### config.mk
export PLATFORM = sky130hd
export DESIGN_NAME = kcs_ram
export DESIGN_NICKNAME = d
export VERILOG_FILES = /design/src/sv/kcs_ram.sv
export SDC_FILE = /design/constraint.sdc
export NUM_CORES = 2
export LEC_CHECK = 0
export BUFFER_PORTS_ARGS = -buffer_cell sky130_fd_sc_hd__buf_4
export CORE_MARGIN = 4
export CORE_UTILIZATION = 30
export DETAILED_ROUTE_END_ITERATION = 16
export GPL_TIMING_DRIVEN = 0
export PLACE_DENSITY_LB_ADDON = 0.3
export SLEW_MARGIN = 30
export SYNTH_ARGS = -nofsm -noshare
export SYNTH_HDL_FRONTEND = slang
export SYNTH_SLANG_ARGS = --single-unit
### constraint.sdc
create_clock -name clk_i -period 11.5 [get_ports clk_i]
set_input_delay 2.3 -clock clk_i [delete_from_list [all_inputs] [get_ports clk_i]]
set_output_delay 2.3 -clock clk_i [all_outputs]
set_load 0.05 [all_outputs]
### src/sv/kcs_ram.sv
module kcs_ram #(
  parameter int DEPTH = 64,
  parameter int WIDTH = 64
) (
  input  logic                     clk_i,
  input  logic                     we_i,
  input  logic [$clog2(DEPTH)-1:0] waddr_i,
  input  logic [WIDTH-1:0]         wdata_i,
  input  logic                     re_i,
  input  logic [$clog2(DEPTH)-1:0] raddr_i,
  output logic [WIDTH-1:0]         rdata_o
);

  logic [WIDTH-1:0] mem [DEPTH];
  logic [WIDTH-1:0] rdata_q;

  always_ff @(posedge clk_i) begin
    if (we_i) begin
      mem[waddr_i] <= wdata_i;
    end
  end

  always_ff @(posedge clk_i) begin
    if (re_i) begin
      rdata_q <= mem[raddr_i];
    end
  end

  assign rdata_o = rdata_q;

endmodule

Yosys cells after proc, flatten, opt, wreduce, memory -nomap -nowiden

Memories as Yosys holds them, arrays and structs flattened. A register that Yosys moved wholly into a read port is not among the register bits.
Index checks and enable logic that the tools add are counted.

Register bits: 0
Memory bits (writable): 4096
Input bits: 79
Output and inout bits: 64
Word-level logic and storage cells: 3
Memories kept: 1

Mux-type cells: 2

Memory list:

| memory | words | width | rd ports | clocked after Yosys merged registers in | write ports | line | RTL |
|---|---|---|---|---|---|---|---|
| mem    | 64    | 64    | 1        | 1                                       | 1           | 14   | `logic [WIDTH-1:0] mem [DEPTH];` |

Operators with widths:

| kind             | number |
|---|---|
| 1-bit 2-to-1 mux | 2 |

Logic depth before layout (Yosys ltp)

Word-level depth: 2
Depth in mapped cells: 9
Gate-level depth less buffers: 5

Worst setup path before layout

Ideal clock, no wire load.

Path kind: input -> register
Start: input waddr_i[3]
End: memory mem[48][0] (enable)
Library setup time: 564 ps
Data arrival time: 7172 ps
Data required time: 10936 ps
Setup slack: 3764 ps
Cell stages on the path: 4
Buffers on the path: 1
Path through: clkbuf_1 nor2b_1 nand4b_1 nor3_1

RTL lines:

| what               | line | RTL |
|---|---|---|
| start: declaration | 7    | `input logic [$clog2(DEPTH)-1:0] waddr_i,` |
| end: declaration   | 14   |  |

No word-level cell before the write port.

==> run metrics <==
status=completed; Period minus WS final=5.719 ns; Synth async-reset ratio=0; GR Overflow Total=0; crit-path max FO=10; top-count cell post-synth=edfxtp_1; Rows=265; share of the synthesized area in the top cell type=0.7957; kind of critical path=primary input to flop; simple-gate portion of the synthesized area=0.01235; reg2reg start=mem[55][37]; clock buffer count from CTS=402; Synth Area in Compound Gates=0.02467; Die Height=731.4 um; IO Count=143; layout cells sized above 1=0.3071; CTS tree=yes; Hold-fix buffers, CTS=0; fmax=174.9 MHz; Area Overhead vs Synth=19.85%; area of the multi-input gates=30890 um2; worst r2r path cells=5; final net count=7537; multiplexer share of the synthesized area=0.1555; slowest stage cell on the critical path=buf_2; Crit path largest cell delay=0.72 ns; Root Buffer=clkbuf_16; Placed Instances=13992; Max-slew headroom=0.2483; Post-Route WL=455700 um; Data arrival, critical path=6.39 ns; clk buf depth=4; Initial Util=0.3012; post-CTS sizing=0; worst hold path endpoint=rdata_o[46]; largest net degree at the start of global routing=65; # DRC=0; endpoint of the worst register-to-register path=rdata_o[37]; ranking of synthesized cells by instance count=4160 x edfxtp_1, 1024 x mux4_2, 170 x buf_2; Final Core Density=0.3610; post-CTS setup buffers=0; post-synth top area cell=edfxtp_1; DIE WIDTH=731.4 um; flop-to-flop setup slack=8.52 ns; P_leak=0.05803 uW; cell depth of the worst hold path=4; CP Capture Type=flop; WL/cell=30.85 um; Antenna Nets Post-Route=0; pwr dens=168.2 nW/um2; vias=75539; Initial DRC Count=9215; Critical Path RT=12.18 ns; syn_area_per_cell=23.79 um2; EDFF count, synth=4160; die area=534900 um2; min-delay src=mem[38][46]; Total GRT Usage=0.1675; CP cell instances=buf_2, buf_4, buf_2, buf_2, buf_4, mux2i_1, o22ai_1, a31oi_1, a211oi_1; dominant cells by area after synthesis=edfxtp_1 80%, mux4_2 15%, mux2i_1 0.86%; clock sinks=4160; max cap viols=0; Port Buffers=134; worst slew pin tran=1.113 ns; Syn Inst Count=6598; Post-DP HPWL=317300 um; Post-Syn Area=157000 um2; Tot Pwr=31650 uW; H-tree Lvls=5; first-pass GRT wire length=628700 um; ys flop type=edfxtp_1; Avg Vias per Cell=5.115; FF+latch count, synth=4160; number of detailed-route iterations in the first pass=11; # fillers=47165; final hold vios=0; Synth Area in Adders=0; worst-skew pair later-pin latency=1.00 ns; clock skew=0.05946 ns; Startpoint Class=primary input; post-route insts no fill=14769; Final Cycle Share=0.4973; vias in the first global route=77117; hold crit path type=flop to flop; post-synthesis xor/xnor area fraction=0; final setup violating endpoints=0; Synth Warn #=0; RSZ-0062 raised after global routing=no; FF+latch area=124900 um2; Peak VDD IR=0.1370 mV; core area=521200 um2; initial antenna violation count=59; Yosys cell types=32; sequential area share after synthesis=0.7957; clk slew on worst S/H paths=0.06 ns; combinational family with the most area after synthesis=multiplexers; fin. max-slew vios=0; Final Wtd Congestion=0.7862; Top cell by count, worst path=buf_2; syn nets=6677; setup TNS=0 ns
[how the worst max path moves through the flow]
stage	from	end	slack, ns	cells past startpoint
final	raddr_i[2]	rdata_o[17]	5.78	9
after global routing	raddr_i[2]	rdata_o[17]	5.94	9
after CTS	raddr_i[2]	rdata_o[17]	5.80	9
after detailed placement	raddr_i[2]	rdata_o[17]	4.72	9
after global placement	waddr_i[3]	mem[49][37]	-3.22	4
after floorplan	waddr_i[3]	mem[48][0]	3.76	4
[worst max-delay path, delay by kind of cell]
family	cells	cell delay (ns)
muxes	1	0.12
buffers and inverters	5	2.28
AOI/OAI and AO/OA	3	1.64
[cells in the final DEF, fill, tap and decap left out, types with 38 or more instances in the layout]
| cell type | synthesis | layout |
|---|---|---|
| o22ai_1 | 83 | 80 |
| clkinv_1 | 0 | 97 |
| clkbuf_16 | 0 | 405 |
| a22o_1 | 88 | 88 |
| buf_4 | 34 | 198 |
| a22oi_1 | 168 | 168 |
| and3_1 | 64 | 64 |
| clkinv_2 | 0 | 81 |
| mux4_2 | 1024 | 1024 |
| buf_2 | 170 | 172 |
| edfxtp_1 | 4160 | 4160 |
| nor2_1 | 112 | 48 |
| mux2i_1 | 135 | 135 |
| nand2_1 | 58 | 58 |
| buf_16 | 0 | 243 |
| clkbuf_1 | 140 | 206 |
| o221ai_1 | 38 | 38 |
| nor2_4 | 0 | 62 |
| nand3_1 | 45 | 45 |
| a211oi_1 | 63 | 48 |
[flip-flops by register name, indices dropped and copies added (netlist names)]
signal   count
rdata_o     64
mem       4096
[power breakdown]
part           switching [uW]  leakage (uW)  internal, uW
clock network            5730       0.00629          7300
registers                31.5        0.0375         16800
logic                    1200        0.0143           576
[metal layers]
metal | track usage | share of wire | vias up
met5 | 0 | 0.00036 | -
met4 | 0.05938 | 0.040 | 28
met3 | 0.02829 | 0.071 | 694
met2 | 0.2792 | 0.49 | 3121
met1 | 0.2217 | 0.40 | 41306
li1 | - | - | 30390
[kinds of logic after synthesis]
kind of cell           after synthesis
DFF                               4160
AOI/OAI and AO/OA                  504
muxes                             1159
buffers and inverters              389
and+or+nand+nor                    386
[layout make-up]
type | instances | area share
tap | 6942 | 0.04617
clock inverter | 255 | 0.01293
buffer | 370 | 0.009589
antenna | 36 | 0.0004788
inverter | 19 | 0.0003791
sequential | 4160 | 0.6639
clock buffer | 482 | 0.05540
timing repair buffer | 456 | 0.04692
multi-input combinational | 2049 | 0.1642
[stage by stage]
step                      area, um2  hold WS [ns]  worst slack (ns)
after global routing         188100         1.062             5.937
after global placement       166700        0.9997            -3.216
after floorplan              157000        0.8648             3.764
final                        188100         1.013             5.781
after CTS                    188000         1.009             5.799
after detailed placement     175200        0.9944             4.721
No activity file was read; power rests on OpenSTA's default activity.
