--- src/sv/kcs_pkg.sv ---
package kcs_pkg;

  localparam int MAX_KEYS = 64;
  localparam int ADDR_W   = $clog2(MAX_KEYS);
  localparam int CNT_W    = $clog2(MAX_KEYS + 1);

  localparam int VAL_W    = 32;
  localparam int IDX_W    = 6;
  localparam int ST_W     = 2;
  localparam int CNT_IN_W = 7;
  localparam int MODE_W   = 2;
  localparam int CFG_W    = 7;
  localparam int CFG_IDX_W = 1;

  localparam int FRAC_W   = 16;
  localparam int QUO_W    = FRAC_W + 1;
  localparam int MUL_A_W  = VAL_W + 2;
  localparam int MUL_B_W  = FRAC_W + 3;
  localparam int MUL_P_W  = MUL_A_W + MUL_B_W;

  localparam logic KIND_WRITE  = 1'b0;
  localparam logic KIND_SAMPLE = 1'b1;

  localparam logic [CFG_IDX_W-1:0] CFG_KEY_COUNT   = 1'b0;
  localparam logic [CFG_IDX_W-1:0] CFG_INTERP_MODE = 1'b1;

  localparam logic [MODE_W-1:0] MODE_LINEAR = 2'd0;
  localparam logic [MODE_W-1:0] MODE_SMOOTH = 2'd1;

  localparam logic [ST_W-1:0] ST_INSIDE = 2'd0;
  localparam logic [ST_W-1:0] ST_FIRST  = 2'd1;
  localparam logic [ST_W-1:0] ST_LAST   = 2'd2;
  localparam logic [ST_W-1:0] ST_EMPTY  = 2'd3;

  typedef struct packed {
    logic             start;
    logic [VAL_W-1:0] num;
    logic [VAL_W-1:0] den;
  } div_req_t;

  typedef struct packed {
    logic             done;
    logic [QUO_W-1:0] quo;
  } div_rsp_t;

endpackage

--- src/sv/kcs_mul.sv ---
module kcs_mul (
  input  logic                                clk_i,
  input  logic signed [kcs_pkg::MUL_A_W-1:0] a_i,
  input  logic signed [kcs_pkg::MUL_B_W-1:0] b_i,
  output logic signed [kcs_pkg::MUL_P_W-1:0] p_o
);

  logic signed [kcs_pkg::MUL_P_W-1:0] p_q;

  always_ff @(posedge clk_i) begin
    p_q <= kcs_pkg::MUL_P_W'(a_i) * kcs_pkg::MUL_P_W'(b_i);
  end

  assign p_o = p_q;

endmodule

--- config.mk ---
export PLATFORM = sky130hd
export DESIGN_NAME = kcs_mul
export DESIGN_NICKNAME = d
export VERILOG_FILES = /design/src/sv/kcs_pkg.sv /design/src/sv/kcs_mul.sv
export SDC_FILE = /design/constraint.sdc
export NUM_CORES = 2
export LEC_CHECK = 0
export BUFFER_PORTS_ARGS = -buffer_cell sky130_fd_sc_hd__buf_2
export CAP_MARGIN = 20
export CORE_MARGIN = 3
export CORE_UTILIZATION = 45
export DETAILED_ROUTE_END_ITERATION = 7
export GPL_ROUTABILITY_DRIVEN = 0
export PLACE_DENSITY_LB_ADDON = 0.12
export SLEW_MARGIN = 20
export SYNTH_ARGS = -nofsm -noshare
export SYNTH_HDL_FRONTEND = slang
export SYNTH_SLANG_ARGS = --single-unit
export TNS_END_PERCENT = 1
--- constraint.sdc ---
create_clock -name clk_i -period 7.14 [get_ports clk_i]
set_input_delay 0.357 -clock clk_i [delete_from_list [all_inputs] [get_ports clk_i]]
set_output_delay 0.357 -clock clk_i [all_outputs]
set_load 0.02 [all_outputs]
# Yosys cells after proc, flatten, opt, wreduce, memory -nomap -nowiden
# Cells that the tools add are included.
# Widths: inputs -> output; s select.
[totals]
regBits = 53
inputBits = 54
out_inout_bits = 53
[op_classes]
n_mul = 1
[op_table]
columns = ["cell", "n"]
rows = [
  ["$mul 34x19->53", 1],
]

# Depth between registers and ports, before layout
[logic_depth]
ltp_word = 1
depth_mapped = 26
depth_no_buf = 24

# Least setup slack after synthesis
# No wires, ideal clock.
[synth_timing]
kind = "input-to-reg"
start = "in a_i[33] (netlist bit)"
end = "reg p_q (netlist bit p_o[52])"
setup_ns = 0.143
t_arrival_ns = 6.683
required_ns = 6.997
slack_ns = 0.314
stages = 24
path_buffers = 3
cell_sequence = "clkbuf_1 clkbuf_1 nand2_1 fa_1 inv_1 fa_1 inv_1 fa_1 fa_1 inv_1 fa_1 inv_1 fa_1 inv_1 ha_1 ha_1 clkbuf_1 a21o_1 a221o_1 a21oi_1 o211ai_1 and3_1 a2111oi_0 o211ai_1"
[synth_via]
elab_chain_len = 1
[synth_rtl]
columns = ["item", "line_no", "rtl"]
rows = [
  ["start, declared", "kcs_mul.sv:3", "input logic signed [kcs_pkg::MUL_A_W-1:0] a_i,"],
  ["$mul 34x19->53", "kcs_mul.sv:11", "p_q <= kcs_pkg::MUL_P_W'(a_i) * kcs_pkg::MUL_P_W'(b_i);"],
  ["end signal, assigned", "kcs_mul.sv:11", ""],
  ["end, declared", "kcs_mul.sv:8", "logic signed [kcs_pkg::MUL_P_W-1:0] p_q;"],
]
# No other way between the ends.

# Final worst setup path
[layout_timing]
start = "in b_i[1] (netlist bit)"
end = "reg p_q (netlist bit p_o[32])"
[layout_via]
elab_chain_len = 1
[layout_rtl]
columns = ["item", "line_no", "rtl"]
rows = [
  ["start, declared", "kcs_mul.sv:4", "input logic signed [kcs_pkg::MUL_B_W-1:0] b_i,"],
  ["$mul 34x19->53", "kcs_mul.sv:11", ""],
]
# No other way between the ends.

==> metrics.cfg <==
[timing]
setup_viol = 0
period_needed_ps = 6780
drv_slew = 0
rsz0062_at_grt = no
tightest_slew_ps = 708
period_share_pct = 95.0
finalHoldViolations = 0
slew_headroom_pct = 52.8
max_freq_mhz = 147
tns_ps = 0

[synth]
yosys-top-cells-count = fa_1 (624), inv_1 (598), nand2_1 (346)
synth-edff-count = 0
yosysTopAreaCell = fa_1
synth_area_leaders = fa_1 (54%), inv_1 (9.7%), and2_1 (8.1%)
syn_nets = 3287
async_reset_ff_share_pct = 0
synthCells = 2466
yosysMostFrequentCell = fa_1
yosysTopAreaCellShare_pct = 53.8
synth.avg_cell_area_sq_um = 9.42
synth-seq-cells = 53
ys_types = 60
synth_area_sq_mm = 0.0232
seq_area_frac_synth_pct = 4.57
synth_ff_type = dfxtp_1
yosys_warnings = 0

[drt]
routed_via_density = 5.02
vias = 16300
drt-pass1-iter-count = 7
ant_nets = 0
drt_iter0_markers = 861
drc = 0
wl_per_cell_microns = 18.7
wl_mm = 60.6

[placement]
port_buffers = 106
dp_cells = 3233
hpwl_mm = 52.2

[layout]
largest_register_ff_count = 53
nets = 3389
area_growth_pct = 8.46
drive_above_1_share_pct = 8.80
instances_no_fill = 3242

[worst_setup_path]
crit_type = input port to flip-flop
worstPathArrival_ps = 6990
critPathMaxStageDelay_ps = 520
crit_required_ps = 7350
worst-path-buf-inv = 7
crit_path_end_kind = flip-flop
crit_family = adder cells
cp-start-kind = input port
cpMaxStageDelayCell = fa_1
cpMostUsedCell = fa_1
cp_max_fo = 26

[clock_tree]
cts_made_buffers = 5
htreeDepth = 2
path_clk_slew_ps = 80
clock_tree.buffer_depth = 2
numClockSinks = 53
holdBufCountCts = 0
cts_tree = built
cts_root_buf = clkbuf_16
cts_resized = 0
cts_setup_buffers = 0

[floorplan]
core.rowCount = 82
die_area_sq_mm = 0.0544
num_io_pins = 107
core_sq_mm = 0.0506
fp.dieW_microns = 233
fp.dieH_microns = 233
start_util_pct = 45.9

[run]
drv_cap = 0

[global_route]
grt_overflow_total = 0
grt_pass1_vias = 18100
grt_usage_pct = 23.6
grt_max_degree = 35
antenna_found_initial = 6
grt_first_pass_wirelength_mm = 98.5

[outcome]
status = completed

[min_path]
holdCritPathClass = input port to flip-flop

## cell families after synthesis
| group | count (synthesis) | synth area share (%) |
|---|---|---|
| adder cells (fa/ha/maj) | 767 | 61.5 |
| flip-flops | 53 | 4.57 |
| AO/OA/AOI/OAI | 133 | 4.11 |
| buffers and inverters | 703 | 11.4 |
| AND/OR/NAND/NOR | 753 | 16.3 |
| XOR/XNOR | 55 | 2.07 |
| multiplexers | 2 | 0.0916 |
## path summary, 6_finish.rpt
kind,from,end,slack [ps],depth (start not counted)
worst max-delay path,b_i[1],p_o[32],360,25
worst min-delay path,a_i[0],p_o[0],530,3
## cells in the final DEF, fill, tap and decap left out, drive strengths merged, types with 24 or more instances in the layout
master / count
nor2b: 33
buf: 200
xnor2: 40
inv: 598
fa: 624
a21oi: 53
nor2: 24
and2: 299
nand2: 346
dfxtp: 53
ha: 143
## cell type report
type	instances	area, sq um
Sequential cell	53	1060
Timing Repair Buffer	200	1350
Tap cell	672	841
Fill cell	4818	25400
Clock buffer	6	129
Antenna cell	1	2.50
Clock inverter	2	38.8
Inverter	598	2240
Multi-Input combinational cell	1710	19500
## per-stage QoR
step / worst slack, ps / instance area, sq um / hold slack [ps] / util (%)
6_report: 358 / 25200 / 526 / 49.8
5_1_grt: 114 / 25200 / 535 / 49.8
4_1_cts: 426 / 25200 / 510 / 49.8
3_5_place_dp: 100 / 25000 / 773 / 49.5
3_3_place_gp: 165 / 25000 / 773 / 49.5
2_1_floorplan: 314 / 23200 / 479 / -
## routing by layer
layer / wire [microns] / GRT usage [%] / vias to the layer above
li1: - / - / 7297
met1: 26100 / 32.2 / 8523
met2: 29900 / 39.9 / 370
met3: 2760 / 2.83 / 70
met4: 1810 / 6.87 / 8
met5: 44 / 0 / -
Power is not shown: default switching activity piles up to over one toggle a cycle in this logic, so the estimate is an artifact.
