===== config.mk =====
export PLATFORM = sky130hd
export DESIGN_NAME = kcs_div
export DESIGN_NICKNAME = d
export VERILOG_FILES = /design/src/sv/kcs_pkg.sv /design/src/sv/kcs_div.sv
export SDC_FILE = /design/constraint.sdc
export NUM_CORES = 1
export LEC_CHECK = 0
export BUFFER_PORTS_ARGS = -buffer_cell sky130_fd_sc_hd__buf_4
export CAP_MARGIN = 20
export CORE_AREA = 2 2 114 116
export DETAILED_ROUTE_END_ITERATION = 12
export DIE_AREA = 0 0 116 118
export GPL_ROUTABILITY_DRIVEN = 0
export GPL_TIMING_DRIVEN = 0
export PLACE_DENSITY = 0.7
export SLEW_MARGIN = 30
export SYNTH_ARGS = -nofsm -noshare
export SYNTH_HDL_FRONTEND = slang
export SYNTH_SLANG_ARGS = --single-unit

===== constraint.sdc =====
create_clock -name clk_i -period 5.8 [get_ports clk_i]
set_input_delay 0.29 -clock clk_i [delete_from_list [all_inputs] [get_ports clk_i]]
set_output_delay 0.29 -clock clk_i [all_outputs]
set_load 0.01 [all_outputs]

===== src/sv/kcs_pkg.sv =====
package kcs_pkg;

  localparam int MAX_KEYS = 64;
  localparam int ADDR_W   = $clog2(MAX_KEYS);
  localparam int CNT_W    = $clog2(MAX_KEYS + 1);

  localparam int VAL_W    = 32;
  localparam int IDX_W    = 6;
  localparam int ST_W     = 2;
  localparam int CNT_IN_W = 7;
  localparam int MODE_W   = 2;
  localparam int CFG_W    = 7;
  localparam int CFG_IDX_W = 1;

  localparam int FRAC_W   = 16;
  localparam int QUO_W    = FRAC_W + 1;
  localparam int MUL_A_W  = VAL_W + 2;
  localparam int MUL_B_W  = FRAC_W + 3;
  localparam int MUL_P_W  = MUL_A_W + MUL_B_W;

  localparam logic KIND_WRITE  = 1'b0;
  localparam logic KIND_SAMPLE = 1'b1;

  localparam logic [CFG_IDX_W-1:0] CFG_KEY_COUNT   = 1'b0;
  localparam logic [CFG_IDX_W-1:0] CFG_INTERP_MODE = 1'b1;

  localparam logic [MODE_W-1:0] MODE_LINEAR = 2'd0;
  localparam logic [MODE_W-1:0] MODE_SMOOTH = 2'd1;

  localparam logic [ST_W-1:0] ST_INSIDE = 2'd0;
  localparam logic [ST_W-1:0] ST_FIRST  = 2'd1;
  localparam logic [ST_W-1:0] ST_LAST   = 2'd2;
  localparam logic [ST_W-1:0] ST_EMPTY  = 2'd3;

  typedef struct packed {
    logic             start;
    logic [VAL_W-1:0] num;
    logic [VAL_W-1:0] den;
  } div_req_t;

  typedef struct packed {
    logic             done;
    logic [QUO_W-1:0] quo;
  } div_rsp_t;

endpackage


===== src/sv/kcs_div.sv =====
module kcs_div (
  input  logic              clk_i,
  input  logic              rst_ni,
  input  kcs_pkg::div_req_t req_i,
  output kcs_pkg::div_rsp_t rsp_o
);

  localparam int STEP_W = $clog2(kcs_pkg::QUO_W + 1);

  logic                          run_q;
  logic                          done_q;
  logic                          first_q;
  logic                          zero_q;
  logic [STEP_W-1:0]             cnt_q;
  logic [kcs_pkg::VAL_W:0]       rem_q;
  logic [kcs_pkg::VAL_W-1:0]     den_q;
  logic [kcs_pkg::QUO_W-1:0]     quo_q;
  logic [kcs_pkg::VAL_W:0]       trial;
  logic                          ge;

  always_comb begin
    trial = first_q ? rem_q : {rem_q[kcs_pkg::VAL_W-1:0], 1'b0};
    ge    = trial >= {1'b0, den_q};
  end

  always_ff @(posedge clk_i or negedge rst_ni) begin
    if (!rst_ni) begin
      run_q   <= 1'b0;
      done_q  <= 1'b0;
      first_q <= 1'b0;
      cnt_q   <= '0;
    end else begin
      done_q <= 1'b0;
      if (req_i.start) begin
        run_q   <= 1'b1;
        first_q <= 1'b1;
        cnt_q   <= STEP_W'(kcs_pkg::QUO_W);
      end else if (run_q) begin
        first_q <= 1'b0;
        cnt_q   <= cnt_q - STEP_W'(1);
        if (cnt_q == STEP_W'(1)) begin
          run_q  <= 1'b0;
          done_q <= 1'b1;
        end
      end
    end
  end

  always_ff @(posedge clk_i) begin
    if (req_i.start) begin
      rem_q  <= {1'b0, req_i.num};
      den_q  <= req_i.den;
      zero_q <= (req_i.den == '0);
      quo_q  <= '0;
    end else if (run_q) begin
      rem_q <= ge ? trial - {1'b0, den_q} : trial;
      quo_q <= {quo_q[kcs_pkg::QUO_W-2:0], ge};
    end
  end

  assign rsp_o.done = done_q;
  assign rsp_o.quo  = zero_q ? '0 : quo_q;

endmodule


== After elaboration in Yosys (flattened, before gate mapping) ==
Index checks and enable logic that the tools add are counted.
Word-level totals
  memories kept: 0
  input port bits: 67
  bits in read-only memories: 0
  memory bits (writable): 0
  logic and storage cells: 30
  bits in latches: 0
  flip-flop bits (word level): 91
Operators by class
  multiplexer cells: 15
  bitwise gates (word level): 0
  div/mod/pow operators: 0
  $lt $le $gt $ge: 1
  equality and inequality tests: 1
  reduce and logical (&&, ||, !) cells: 2
  add/subtract/negate cells: 2
  $mul: 0
  shifts and indexed selects: 0
Operator list (number)
  $mux W33: 2
  $mux W32: 2
  $ge A33 B32 Y1: 1
  $sub A33 B32 Y33: 1
  $logic_not A32 Y1: 1
  $mux W17: 1
  $mux W5: 2
  $mux W1: 8
  $eq A5 B1 Y1 const B: 1
  $sub A5 B1 Y5 const B: 1
  $reduce_bool A2 Y1: 1

== Depth between registers and ports, before layout ==
  depth in word-level cells: 5
  depth in mapped cells: 16
  mapped depth without buffers: 13

== Least setup slack after synthesis ==
Ideal clock, no wire load.
  path type: reg-to-reg
  from: reg first_q
  to: reg rem_q[15] in the netlist's numbering, data pin
  stages on the path, launching flop included: 14
  arrival time: 3825 ps
  path buffers: 3
  setup slack: 1715 ps
  clock period less this slack: 4085 ps
  cells stage by stage: dfrtp_1 > clkbuf_1 > clkbuf_1 > mux2_2 > ha_1 > and3_1 > a22o_1 > a221oi_4 > o32ai_1 > a2111o_1 > nand2_1 > buf_6 > mux2_2 > mux2_2
Between the ends
  word-level cells in the longest chain between the ends: 5
  elaborated cells on any way between the ends: 6
  classes of those cells: add/sub (1); order compare (1); mux (4)
Ends and longest elaborated chain
  start: declaration: line kcs_div.sv:12  | logic first_q;
  start signal: assignment: line kcs_div.sv:30  | first_q <= 1'b0;
  start signal: assignment: line kcs_div.sv:36  | first_q <= 1'b1;
  start signal: assignment: line kcs_div.sv:39  | first_q <= 1'b0;
  $mux W33 (*): line kcs_div.sv:22  | trial = first_q ? rem_q : {rem_q[kcs_pkg::VAL_W-1:0], 1'b0};
  $sub A33 B32 Y33 or $ge A33 B32 Y1 (tied branches): line kcs_div.sv:56, kcs_div.sv:23
  $mux W33 (*): line kcs_div.sv:56  | rem_q <= ge ? trial - {1'b0, den_q} : trial;
  $mux W32 (*): line kcs_div.sv:55  | end else if (run_q) begin
  $mux W32 (*): line kcs_div.sv:50  | if (req_i.start) begin
  end signal: assignment: line kcs_div.sv:51  | rem_q <= {1'b0, req_i.num};
  end signal: assignment: line kcs_div.sv:56
  end: declaration: line kcs_div.sv:15  | logic [kcs_pkg::VAL_W:0] rem_q;
Every way passes the cells marked *; elsewhere a longest branch is shown, timed or not. The select of a mux whose other input is x is not followed.
A chain may end at the register's enable or synchronous reset.

== Worst setup path in the final report ==
Ends and elaborated chain as after synthesis.

==> impl_metrics.ini <==
[timing]
max_slew_margin = 0.424
tns_ns = 0
worst_slew_pin_slew_ns = 0.861
min_period_over_period = 0.862
final.min_clock_period_ns = 5.00
setup_viol = 0
rsz0062_at_grt = no
slew_viol_final = 0
fmax_mhz = 200
fin_skew_ns = 0.00638
final-hold-violation-count = 0

[cts]
numCtsBuffers = 9
cts_buffer_depth = 2
htree_levels = 3
cts_root_buffer = clkbuf_16
tritoncts = yes
cts_setup_buffers = 0
clkTransAtPathRegs_ns = 0.07
clock_sinks = 91
clk_latency_ns = 0.36
cts-hold-fix-buffers = 1
cts-resized-gates = 0

[synth]
synth.largest_area_cell = edfxtp_1
netlist_area_um2 = 6150
netlist_top_cells_count = 65 x edfxtp_1, 50 x nor2_1, 46 x a21oi_1, 46 x inv_1
async_flop_share = 0.0879
ys_warn_count = 0
syn_nets = 730
yosysSeqAreaShare = 0.408
netlist-cell-type-count = 62
synth_edf_count = 65
ys.flop_type = edfxtp_1
synth_area_leaders = edfxtp_1 32%, ha_1 6.9%, mux2_2 6.6%
yosysMostFrequentCell = edfxtp_1
synth_top_area_frac = 0.317
yosys_register_bits = 91
syn_area_per_cell_um2 = 9.80
synthCells = 628

[power]
peakVddDrop_uv = 208
cellPowerDensity_nw_per_um2 = 536
p_leak_nw = 3.25

[layout]
num-nets-final = 826
instances_no_fill = 901
drive_above_1_share = 0.209
antennaDiodeCount = 0
synthToLayoutAreaGrowth_pct = 18.7

[global_routing]
grt_overflow = 0
grt_antenna_before_repair = 0
track_usage = 0.245
grt_max_degree = 37
grt_pass1_vias = 5237
grt_first_pass_wirelength_um = 26000

[routing]
final_antenna_net_count = 0
wl_um = 16000
dr.pass1.iters = 5
drcViolationCount = 0
post_drt_via_cell_ratio = 5.62
drt_iter0_drc = 295
vias = 5065
wl_per_cell_um = 17.7

[place]
placedCellCount = 884
port_buffers = 84
hpwl_um = 11800

[hold_path]
hold_class = in -> reg

[floorplan]
die_area_um2 = 13700
rows = 41
ios = 85
coreArea_um2 = 12400
die-height_um = 118
die_x_um = 116
initial_core_util = 0.496

[worst_setup_path]
crit_path_max_fanout = 10
start_kind = flip-flop
worst_setup_path_end_kind = flip-flop
crit_type = reg -> reg
cp_data_required_time_ns = 5.92
cp_data_arrival_time_ns = 5.11

[outcome]
run_status = finished clean

[flow_run]
maxCapViolations = 0
-- cell families (layout without fill, tap and decap cells) --
| family | after synthesis | after routing | synth area share |
|---|---|---|---|
| compound gates | 169 | 169 | 0.185 |
| simple gates | 162 | 162 | 0.129 |
| flops | 91 | 91 | 0.408 |
| buf+inv | 80 | 181 | 0.0561 |
| mux | 60 | 60 | 0.105 |
| fa+ha+maj | 35 | 35 | 0.0724 |
| xor+xnor | 31 | 31 | 0.0441 |
-- layout by cell type, fill, tap and decap left out, types with 4 or more instances in the layout --
cell | Yosys | final
o21ai_1 | 10 | 10
a221oi_1 | 4 | 4
and3_1 | 6 | 6
dfrtp_1 | 8 | 8
o21ai_0 | 26 | 26
mux2_2 | 36 | 36
nand4_1 | 9 | 9
nand3_1 | 9 | 9
nor2b_1 | 21 | 21
clkbuf_16 | 0 | 9
xnor2_1 | 21 | 21
ha_1 | 34 | 34
xor2_1 | 10 | 10
mux2i_1 | 24 | 24
buf_4 | 3 | 87
nand2_1 | 36 | 35
o211ai_1 | 4 | 4
edfxtp_1 | 65 | 65
nor2_1 | 50 | 50
inv_1 | 46 | 46
a21oi_1 | 46 | 46
o21a_1 | 9 | 9
nor4_1 | 10 | 10
a211oi_1 | 11 | 11
dfxtp_1 | 18 | 18
a21o_1 | 27 | 27
nor3_1 | 7 | 7
clkbuf_1 | 22 | 24
-- critical path: stages (launching register included) --
cell and delay, ns:
dfrtp_1 0.32, clkbuf_1 0.50, clkbuf_1 0.63, mux2_2 0.43, ha_1 0.36, and3_1 0.22
a22o_1 0.27, a221oi_4 0.44, o32ai_1 0.23, a2111o_1 0.48, nand2_1 0.11, buf_6 0.17
mux2_2 0.34, mux2_2 0.26
-- routing by layer --
metal	wire [um]	track usage	vias to the layer above
li1	-	-	2496
met3	959	0.0546	39
met1	6960	0.322	2365
met2	7530	0.394	165
met5	0	0	-
met4	507	0.0878	0
-- path summary, 6_finish.rpt --
| check | from | end | slack [ns] | depth (start not counted) |
|---|---|---|---|---|
| setup / recovery | first_q | rem_q[15] | 0.80 | 13 |
| hold / removal | req_i[21] | den_q[21] | 0.11 | 1 |
| setup reg to reg | first_q | rem_q[15] | 0.80 | 13 |
| hold reg to reg | quo_q[16] | quo_q[16] | 0.51 | 2 |
| max in group asynchronous | rst_ni | first_q | 5.39 | 2 |
| min in group asynchronous | rst_ni | cnt_q[1] | 0.28 | 2 |
-- stage by stage --
step / cell area [um^2] / hold slack [ns] / util / total power, mW / setup WS, ns
after floorplan: 6150 / -0.00559 / - / 2.76 / 1.71
after global placement: 7000 / 0.109 / 0.564 / 3.23 / 0.896
after detailed placement: 7000 / 0.112 / 0.564 / 3.28 / 0.852
after CTS: 7310 / 0.107 / 0.588 / 3.89 / 0.831
after global routing: 7310 / 0.104 / 0.588 / 4.20 / 0.590
final: 7310 / 0.112 / 0.588 / 3.92 / 0.801
-- state kept, by name, indices dropped and copies added, names as in the netlist --
name and flops:
rem_q 33, den_q 32, quo_q 17, cnt_q 5
done_q 1, first_q 1, run_q 1, zero_q 1
-- power breakdown --
part / leakage (nW) / switching (mW) / internal [mW]
registers: 0.901 / 0.0901 / 0.914
logic: 2.21 / 1.31 / 1.01
clock network: 0.141 / 0.260 / 0.336
-- final cells by class --
cell class	instances	area [um^2]
fillers	1086	5110
multi-input cells	457	3300
flip-flops and latches	91	2510
repair buffers	85	641
clock buffers	11	233
well taps	172	215
inverters	47	176
plain buffers	33	169
clock inverters	5	60.1
(Power assumes the default switching activity.)
